$ cat src/hdl/pot_pkg.sv
// shared types, constants and a lane helper for the primitive overlap test
// no dependencies; imported by every module in hdl/
package pot_pkg;

  localparam int COORD_BITS = 16;
  localparam int FIELD_W    = 48;
  localparam int CMD_W      = 2;
  localparam int PACK_W     = 3 * COORD_BITS;
  localparam int DIFF_W     = COORD_BITS + 1;
  localparam int RAD_W      = COORD_BITS + 1;
  localparam int SQ_W       = 2 * COORD_BITS;
  localparam int RSQ_W      = 2 * RAD_W;
  localparam int DIST_W     = 2 * COORD_BITS + 2;
  localparam int LATENCY    = 4;

  typedef enum logic [CMD_W-1:0] {
    CMD_SPH_SPH = 2'd0,
    CMD_BOX_BOX = 2'd1,
    CMD_SPH_BOX = 2'd2,
    CMD_NONE    = 2'd3
  } cmd_t;

  typedef struct packed {
    logic                             valid;
    cmd_t                             cmd;
    logic                             box_hit;
    logic [RAD_W-1:0]                 rad;
    logic [2:0][COORD_BITS-1:0]       op1;
    logic [2:0][COORD_BITS-1:0]       op2;
  } s1_t;

  typedef struct packed {
    logic                             valid;
    cmd_t                             cmd;
    logic                             box_hit;
    logic [RAD_W-1:0]                 rad;
    logic [2:0][DIFF_W-1:0]           d;
  } s2_t;

  typedef struct packed {
    logic                             valid;
    cmd_t                             cmd;
    logic                             box_hit;
    logic [RSQ_W-1:0]                 rsq;
    logic [2:0][SQ_W-1:0]             sq;
  } s3_t;

  // bits above the 48-bit field read as zero
  function automatic logic signed [COORD_BITS-1:0] lane(input logic [FIELD_W-1:0] word,
                                                        input logic [1:0] axis);
    logic [PACK_W-1:0] w;
    w = '0;
    for (int i = 0; i < PACK_W; i++) begin
      if (i < FIELD_W) begin
        w[i] = word[i];
      end
    end
    return $signed(w[axis*COORD_BITS +: COORD_BITS]);
  endfunction

endpackage

$ cat src/hdl/primitive_overlap_test_top.sv
// top level of the sphere / box overlap test
// depends on pot_pkg, pot_front, pot_square, pot_decide
//
// usage:
//   a request is taken at a rising edge with start high and busy low. busy is
//   always low, so a request may be issued in every cycle. in_cmd picks the
//   pair kind (sphere-sphere, box-box, sphere-box, absent); in_a_lo/in_a_hi
//   and in_b_lo/in_b_hi carry the two primitives as packed signed lanes, or
//   the radius in the low lane of the _hi word for a sphere.
//   each request gives one result: out_valid is high for exactly one cycle
//   with out_hit, after the request has passed the four register stages.
//   out_hit is low when out_valid is low.
//   throughput is one request per cycle, set by the four register stages
//   (unpack/clamp, difference, square, sum/compare) all advancing together.
//   the receiver cannot stall; results are taken in the cycle they appear.
//   synchronous reset (rst_n low) drops every request in flight and clears
//   out_valid and out_hit; the stage data fields are not reset.
module primitive_overlap_test_top (
  input  logic                          clk,
  input  logic                          rst_n,
  input  logic                          start,
  output logic                          busy,
  input  logic [pot_pkg::CMD_W-1:0]     in_cmd,
  input  logic [pot_pkg::FIELD_W-1:0]   in_a_lo,
  input  logic [pot_pkg::FIELD_W-1:0]   in_a_hi,
  input  logic [pot_pkg::FIELD_W-1:0]   in_b_lo,
  input  logic [pot_pkg::FIELD_W-1:0]   in_b_hi,
  output logic                          out_valid,
  output logic                          out_hit
);
  import pot_pkg::*;

  logic req_take;
  s2_t  s2;
  s3_t  s3;

  assign busy     = 1'b0;
  assign req_take = start & ~busy;

  pot_front u_front (
    .clk       (clk),
    .rst_n     (rst_n),
    .req_valid (req_take),
    .cmd       (in_cmd),
    .a_lo      (in_a_lo),
    .a_hi      (in_a_hi),
    .b_lo      (in_b_lo),
    .b_hi      (in_b_hi),
    .s2        (s2)
  );

  pot_square u_square (
    .clk   (clk),
    .rst_n (rst_n),
    .s2    (s2),
    .s3    (s3)
  );

  pot_decide u_decide (
    .clk       (clk),
    .rst_n     (rst_n),
    .s3        (s3),
    .res_valid (out_valid),
    .res_hit   (out_hit)
  );

  // every request comes out exactly once, at the end of the pipeline
  a_req_to_result: assert property (@(posedge clk) disable iff (!rst_n)
    req_take |-> ##LATENCY out_valid)
    else $error("request did not produce a result");

  a_result_has_req: assert property (@(posedge clk) disable iff (!rst_n)
    out_valid |-> $past(req_take, LATENCY))
    else $error("result without a request");

  a_absent_no_hit: assert property (@(posedge clk) disable iff (!rst_n)
    (req_take && in_cmd == CMD_NONE) |-> ##LATENCY !out_hit)
    else $error("absent primitive reported a hit");

  a_hit_strobed: assert property (@(posedge clk) disable iff (!rst_n)
    out_hit |-> out_valid)
    else $error("hit outside a result cycle");

endmodule

$ cat src/hdl/pot_front.sv
// front end: lane unpack, clamp, box compares (stage 1) and axis differences (stage 2)
// depends on pot_pkg
module pot_front (
  input  logic                              clk,
  input  logic                              rst_n,
  input  logic                              req_valid,
  input  logic [pot_pkg::CMD_W-1:0]         cmd,
  input  logic [pot_pkg::FIELD_W-1:0]       a_lo,
  input  logic [pot_pkg::FIELD_W-1:0]       a_hi,
  input  logic [pot_pkg::FIELD_W-1:0]       b_lo,
  input  logic [pot_pkg::FIELD_W-1:0]       b_hi,
  output pot_pkg::s2_t                      s2
);
  import pot_pkg::*;

  s1_t s1_r, s1_nxt;
  s2_t s2_r, s2_nxt;

  always_comb begin
    logic signed [COORD_BITS-1:0] amin, amax, bmin, bmax, q;
    logic [2:0] ax_hit;
    s1_nxt         = '0;
    s1_nxt.valid   = req_valid;
    s1_nxt.cmd     = cmd_t'(cmd);
    for (int ax = 0; ax < 3; ax++) begin
      amin = lane(a_lo, 2'(ax));
      amax = lane(a_hi, 2'(ax));
      bmin = lane(b_lo, 2'(ax));
      bmax = lane(b_hi, 2'(ax));
      // x counts touching faces only where a's max meets b's min; y and z are strict
      if (ax == 0) begin
        ax_hit[ax] = (amax >= bmin) && (amin < bmax);
      end else begin
        ax_hit[ax] = (amax > bmin) && (amin < bmax);
      end
      // clamp center into box: raise to min, then lower to max
      q = amin;
      if (q < bmin) begin
        q = bmin;
      end
      if (q > bmax) begin
        q = bmax;
      end
      if (cmd_t'(cmd) == CMD_SPH_BOX) begin
        s1_nxt.op1[ax] = q;
        s1_nxt.op2[ax] = amin;
      end else begin
        s1_nxt.op1[ax] = amin;
        s1_nxt.op2[ax] = bmin;
      end
    end
    s1_nxt.box_hit = &ax_hit;
    if (cmd_t'(cmd) == CMD_SPH_SPH) begin
      s1_nxt.rad = {1'b0, a_hi[COORD_BITS-1:0]} + {1'b0, b_hi[COORD_BITS-1:0]};
    end else begin
      s1_nxt.rad = {1'b0, a_hi[COORD_BITS-1:0]};
    end
  end

  always_comb begin
    s2_nxt         = '0;
    s2_nxt.valid   = s1_r.valid;
    s2_nxt.cmd     = s1_r.cmd;
    s2_nxt.box_hit = s1_r.box_hit;
    s2_nxt.rad     = s1_r.rad;
    for (int ax = 0; ax < 3; ax++) begin
      s2_nxt.d[ax] = DIFF_W'($signed({s1_r.op1[ax][COORD_BITS-1], s1_r.op1[ax]})
                   - $signed({s1_r.op2[ax][COORD_BITS-1], s1_r.op2[ax]}));
    end
  end

  always_ff @(posedge clk) begin
    if (!rst_n) begin
      s1_r.valid <= 1'b0;
      s2_r.valid <= 1'b0;
    end else begin
      s1_r <= s1_nxt;
      s2_r <= s2_nxt;
    end
  end

  assign s2 = s2_r;

endmodule

$ cat src/hdl/pot_square.sv
// stage 3: squares of the axis differences and of the radius term
// depends on pot_pkg
module pot_square (
  input  logic          clk,
  input  logic          rst_n,
  input  pot_pkg::s2_t  s2,
  output pot_pkg::s3_t  s3
);
  import pot_pkg::*;

  s3_t s3_r, s3_nxt;

  always_comb begin
    logic signed [2*DIFF_W-1:0] prod;
    s3_nxt         = '0;
    s3_nxt.valid   = s2.valid;
    s3_nxt.cmd     = s2.cmd;
    s3_nxt.box_hit = s2.box_hit;
    s3_nxt.rsq     = RSQ_W'(s2.rad * s2.rad);
    for (int ax = 0; ax < 3; ax++) begin
      prod          = $signed(s2.d[ax]) * $signed(s2.d[ax]);
      s3_nxt.sq[ax] = prod[SQ_W-1:0];
    end
  end

  always_ff @(posedge clk) begin
    if (!rst_n) begin
      s3_r.valid <= 1'b0;
    end else begin
      s3_r <= s3_nxt;
    end
  end

  assign s3 = s3_r;

endmodule

$ cat src/hdl/pot_decide.sv
// stage 4: distance sum, radius compare (box-box uses the stage 1 compares) and result register
// depends on pot_pkg
module pot_decide (
  input  logic          clk,
  input  logic          rst_n,
  input  pot_pkg::s3_t  s3,
  output logic          res_valid,
  output logic          res_hit
);
  import pot_pkg::*;

  logic              valid_r, valid_nxt;
  logic              hit_r, hit_nxt;
  logic [DIST_W-1:0] dist_sum;
  logic [DIST_W-1:0] rsq;

  assign dist_sum = DIST_W'(s3.sq[0]) + DIST_W'(s3.sq[1]) + DIST_W'(s3.sq[2]);
  assign rsq      = DIST_W'(s3.rsq);

  always_comb begin
    valid_nxt = s3.valid;
    case (s3.cmd)
      CMD_SPH_SPH: hit_nxt = (dist_sum <= rsq);
      CMD_BOX_BOX: hit_nxt = s3.box_hit;
      CMD_SPH_BOX: hit_nxt = (dist_sum < rsq);
      default:     hit_nxt = 1'b0;
    endcase
    hit_nxt = hit_nxt & s3.valid;
  end

  always_ff @(posedge clk) begin
    if (!rst_n) begin
      valid_r <= 1'b0;
      hit_r   <= 1'b0;
    end else begin
      valid_r <= valid_nxt;
      hit_r   <= hit_nxt;
    end
  end

  assign res_valid = valid_r;
  assign res_hit   = hit_r;

endmodule
$ cat config.mk
export PLATFORM = sky130hd
export DESIGN_NAME = primitive_overlap_test_top
export DESIGN_NICKNAME = d
export VERILOG_FILES = /design/src/hdl/pot_pkg.sv /design/src/hdl/primitive_overlap_test_top.sv /design/src/hdl/pot_front.sv /design/src/hdl/pot_square.sv /design/src/hdl/pot_decide.sv
export SDC_FILE = /design/constraint.sdc
export NUM_CORES = 2
export LEC_CHECK = 0
export BUFFER_PORTS_ARGS = -buffer_cell sky130_fd_sc_hd__clkbuf_2
export CORE_MARGIN = 5
export CORE_UTILIZATION = 30
export CTS_CLUSTER_DIAMETER = 80
export CTS_CLUSTER_SIZE = 8
export DETAILED_ROUTE_END_ITERATION = 16
export RECOVER_POWER = 25
export SYNTH_ARGS = -nofsm -noshare
export SYNTH_HDL_FRONTEND = slang
export SYNTH_SLANG_ARGS = --single-unit
export TNS_END_PERCENT = 5
$ cat constraint.sdc
create_clock -name clk -period 5.73 [get_ports clk]
set_input_delay 0.573 -clock clk [delete_from_list [all_inputs] [get_ports clk]]
set_output_delay 0.573 -clock clk [all_outputs]
set_load 0.02 [all_outputs]
### After elaboration in Yosys (flattened, before gate mapping)

Index checks and enable logic that the tools add are counted.

* add/sub/neg operators: 6
* multipliers: 4
* divide/modulo/power cells: 0
* $lt $le $gt $ge: 14
* equal/unequal tests: 3
* shift operators: 0
* muxes and demuxes: 14
* bitwise logic cells: 1
* reduce and logical (&&, ||, !) cells: 6

Operators by type and width (count)
* $mux W16: 13
* $lt A16 B16 Y1: 6
* $mul A17 B17 Y32: 3
* $gt A16 B16 Y1: 5
* $sub A16 B16 Y17: 3
* $add A34 B32 Y34: 1
* $le A34 B34 Y1: 1
* $lt A34 B34 Y1: 1
* $mul A17 B17 Y34: 1
* $add A32 B32 Y33: 1
* $add A16 B16 Y17: 1
* $ge A16 B16 Y1: 1
* $eq A2 B2 Y1 const B: 2
* $logic_not A2 Y1: 2
* $logic_and A1 B1 Y1: 3
* $pmux W1 S3: 1
* $reduce_and A3 Y1: 1
* $eq A2 B1 Y1 const B: 1
* $and A1 B1 Y1: 1

* flip-flop bits (word level): 325
* bits in latches: 0
* memory bits (writable): 0
* ROM bits: 0
* input port bits: 197
* output and inout port bits: 3
* word-level logic and storage cells: 75
* memories: 0

### Depth between registers and ports, before layout

* depth in word-level cells: 5
* depth in mapped cells: 29
* gate-level depth less buffers: 29

### By module

From an unflattened synthesis, not the netlist that was laid out.

* cell total of the unflattened synthesis: 6323
* area, all modules: 60050.1 µm²

Modules (own cells, without submodules)
* pot_square: times used 1, cells an instance 4125, area an instance 40333.7 µm², sequential area each 3893.7 µm²
* pot_front: times used 1, cells an instance 1610, area an instance 15452.3 µm², sequential area each 5655.4 µm²
* pot_decide: times used 1, cells an instance 586, area an instance 4252.8 µm², sequential area each 40.0 µm²
* primitive_overlap_test_top: times used 1, cells an instance 2, area an instance 11.3 µm², sequential area each 0.0 µm²

### Least setup slack after synthesis

No wires, ideal clock.

* kind: register to register
* start point: reg u_front.s2_r (netlist bit u_front.s2[19])
* end point: reg u_square.s3_r (netlist bit u_square.s3[63]) (data pin)
* setup time: 0.272 ns
* arrival time: 6.063 ns
* required time: 5.458 ns
* path slack: -0.604 ns
* stages on the path, launching flop included: 22
* buffers on the path: 2
* period minus slack after synthesis: 6.334 ns
* cells stage by stage: edfxtp_1 > clkbuf_1 > nand2_1 > inv_1 > fa_1 > fa_1 > inv_1 > fa_1 > fa_1 > fa_1 > fa_1 > inv_1 > ha_1 > clkbuf_1 > and3_1 > a21oi_1 > o21ai_0 > o41ai_1 > o31a_1 > a311oi_1 > o31ai_1 > o211ai_1

RTL lines
* from (decl): RTL line pot_front.sv:17 `s2_t s2_r, s2_nxt;`
* from (signal assigned): RTL line pot_front.sv:78 `s2_r <= s2_nxt;`
* to (signal assigned): RTL line pot_square.sv:30 `s3_r <= s3_nxt;`
* to (decl): RTL line pot_square.sv:11 `s3_t s3_r, s3_nxt;`

==> impl_metrics.env <==
export IMPL_status="finished, violations left"
export IMPL_violations="capacitance limit, slew limit, setup timing"
export IMPL_layoutNonFillerInstCount=9621
export IMPL_tightest_slew_ns=4.884
export IMPL_yosysSeqAreaShare=0.1628
export IMPL_drt_pass1_iterations=5
export IMPL_portBuffers=198
export IMPL_finalCritPeriodShare=1.069
export IMPL_cap_violations=4
export IMPL_clk_latency_ns=0.61
export IMPL_synth_compound_area_share=0.09855
export IMPL_regArea_mm2=0.009589
export IMPL_hold_path_depth=2
export IMPL_synth_cells=6068
export IMPL_skew_ns=0.03858
export IMPL_grt_setup_unrepaired="yes"
export IMPL_drive_gt1_frac=0.1866
export IMPL_critPathKind="flip-flop to flip-flop"
export IMPL_synthMuxAreaShare=0.01079
export IMPL_critPathRequiredTime_ns=6.08
export IMPL_synthAdderAreaFrac=0.4790
export IMPL_syn_area_mm2=0.05890
export IMPL_num_vias=44412
export IMPL_die_y_um=453.1
export IMPL_io_pins=200
export IMPL_fin_area_mm2=0.07113
export IMPL_hold_viol=0
export IMPL_synthTopCellsByArea="fa_1, edfxtp_1, ha_1"
export IMPL_yosysTopAreaCellShare=0.3300
export IMPL_std_cell_rows=162
export IMPL_setup_viol=162
export IMPL_async_flop_share=0
export IMPL_antenna_found_initial=32
export IMPL_grt_pass1_wl_um=259000
export IMPL_drt_total_wl_um=160700
export IMPL_grt_pass1_vias=48632
export IMPL_fmax_ghz=0.1632
export IMPL_ys_seq_elements=321
export IMPL_overflow=0
export IMPL_synth_warnings=0
export IMPL_dieArea_mm2=0.2053
export IMPL_syn_area_per_cell_um2=9.706
export IMPL_synth_distinct_cells=82
export IMPL_multi_input_area_mm2=0.04457
export IMPL_ff2ff_path_depth=20
export IMPL_drcViolationCount=0
export IMPL_core_area_mm2=0.1952
export IMPL_worstPathMaxFanout=11
export IMPL_min_period_ns=6.128
export IMPL_final_util=0.3644
export IMPL_synth_top_family_by_area="adder cells"
export IMPL_end_kind="flip-flop"
export IMPL_grtUsageTotal=0.1580
export IMPL_wire_per_inst_um=16.70
export IMPL_routabilityCongestion=0.9476
export IMPL_cts_buffer_depth=3
export IMPL_clkTransAtPathRegs_ns=0.06
export IMPL_hold_ws_ns=0.2743
export IMPL_tritoncts="yes"
export IMPL_max_slew_margin=-2.256
export IMPL_cts_root_buffer="clkbuf_16"
export IMPL_viasPerCell=4.616
export IMPL_area_delta_synth_final_pct=20.77
export IMPL_startpoint_type="flip-flop"
export IMPL_syn_nets=7937
export IMPL_ant_nets=0
export IMPL_first_iter_violations=2089
export IMPL_cp_arrival_ns=6.48
export IMPL_hold_class="input port to flip-flop"
export IMPL_slew_viol_final=273
export IMPL_synth_edff_count=316
export IMPL_initial_core_util=0.3017
export IMPL_yosys_area_share_simple=0.1110
export IMPL_placed_area_mm2=0.06831
export IMPL_fin_ws_ns=-0.3980
export IMPL_cts_sinks=321
export IMPL_die_w_um=453.1
export IMPL_fillers=19477
export IMPL_cts_buffers_inserted=50
export IMPL_hpwl_um=139100
export IMPL_hold_buffers=0
export IMPL_dp_cells=9493
export IMPL_yosys_area_top_type="fa_1"
export IMPL_synthFlopType="edfxtp_1"
export IMPL_cts_max_level=2
export IMPL_synth_xor_area_frac=0.03896
export IMPL_grt_max_degree=123
export IMPL_nets=8826
-- final cells by class --
cell class                 count  area share
multi-input combinational   4203      0.6266
sequential                   321      0.1348
timing repair buffer         974     0.09731
inverter                    1407     0.07427
tap                         2624     0.04616
clock buffer                  61     0.01831
clock inverter                11    0.001865
antenna                       20   0.0007036
-- worst max-delay path, cell delays in order (launching register included) --
cell and delay (ns):
edfxtp_1 0.47, buf_4 0.20, buf_4 0.18, and2_1 0.18, ha_1 0.17, or2_2 0.31, fa_1 0.54, inv_1 0.05
fa_1 0.56, fa_2 0.49, fa_1 0.51, inv_1 0.05, fa_1 0.44, ha_1 0.30, a21o_1 0.19, a21o_1 0.19
a21oi_2 0.17, a31oi_2 0.13, a221o_1 0.38, o211a_1 0.24, xor2_1 0.14
-- cell usage after synthesis (all sizes together) (28+ instances only) --
| cell type | number |
|---|---|
| xnor2 | 189 |
| ha | 701 |
| nand2 | 470 |
| nor2b | 48 |
| o21a | 35 |
| nand3 | 58 |
| o21ai | 196 |
| o211ai | 45 |
| clkbuf | 121 |
| edfxtp | 316 |
| nand2b | 64 |
| and3 | 60 |
| a21oi | 204 |
| nor3 | 60 |
| xor2 | 73 |
| a221o | 37 |
| inv | 1404 |
| nor2 | 218 |
| a21o | 148 |
| nand4 | 39 |
| fa | 971 |
| mux2 | 36 |
| and2 | 252 |
| a31oi | 28 |
-- final timing paths --
kind	startpoint	end	slack (ns)
hold / removal	start	u_front.s1_r[116]	0.27
setup reg to reg	u_front.s2[44]	u_square.s3[94]	-0.40
hold reg to reg	u_front.s1_r[96]	u_front.s2[51]	0.38
setup / recovery	u_front.s2[44]	u_square.s3[94]	-0.40
-- layout by cell type, fill, tap and decap left out, drive strengths merged, types with 36 or more instances in the layout --
cell type	instances
inv	1406
fa	971
buf	771
ha	701
nand2	470
edfxtp	316
clkbuf	264
and2	252
nor2	218
a21oi	204
o21ai	196
xnor2	189
a21o	148
xor2	73
nand2b	64
and3	60
nor3	60
nand3	58
nor2b	48
o211ai	45
nand4	39
a221o	37
mux2	36
-- layer usage --
metal | part of all wire | routed length [um] | up-vias | global-route usage
li1 | - | - | 21220 | -
met1 | 0.41 | 65210 | 22121 | 0.1886
met2 | 0.52 | 83670 | 833 | 0.2899
met3 | 0.028 | 4446 | 236 | 0.01059
met4 | 0.046 | 7329 | 2 | 0.07193
met5 | 0.000081 | 13 | - | 0
-- flip-flops by register name, indices dropped and copies added, names as in the netlist --
signal,cells
u_decide.res_hit,1
u_decide.res_valid,1
u_front.s1_r,117
u_front.s2,72
u_square.s3,130
-- cells by family (layout without fill, tap and decap cells) --
logic type,count (synthesis),in the layout
buf+inv,1544,2453
xor+xnor,262,262
compound gates,874,874
mux,59,59
simple gates,1335,1335
flops,321,321
other cells,1,21
fa+ha+maj,1672,1672
-- through the flow --
step | worst slack, ns | TNS (ns)
floorplan | -0.2918 | -4.873
global placement | -0.9488 | -16.00
detailed placement | -0.9757 | -18.88
CTS | -0.3588 | -8.484
global route | -0.5796 | -76.95
finish | -0.3980 | -25.77
-- what timing repair did --
action | in CTS | in global routing
pin swaps | 72 | 63
gates resized for setup | 161 | 94
endpoints found under the setup margin | 58 | 69
gates cloned | 0 | 0
buffers inserted | 24 | 13
endpoints found under the hold margin | 0 | 0
Power is left out: the tool's default activity adds up to more than one toggle a clock period on the data nets, which glitch-free logic cannot reach.
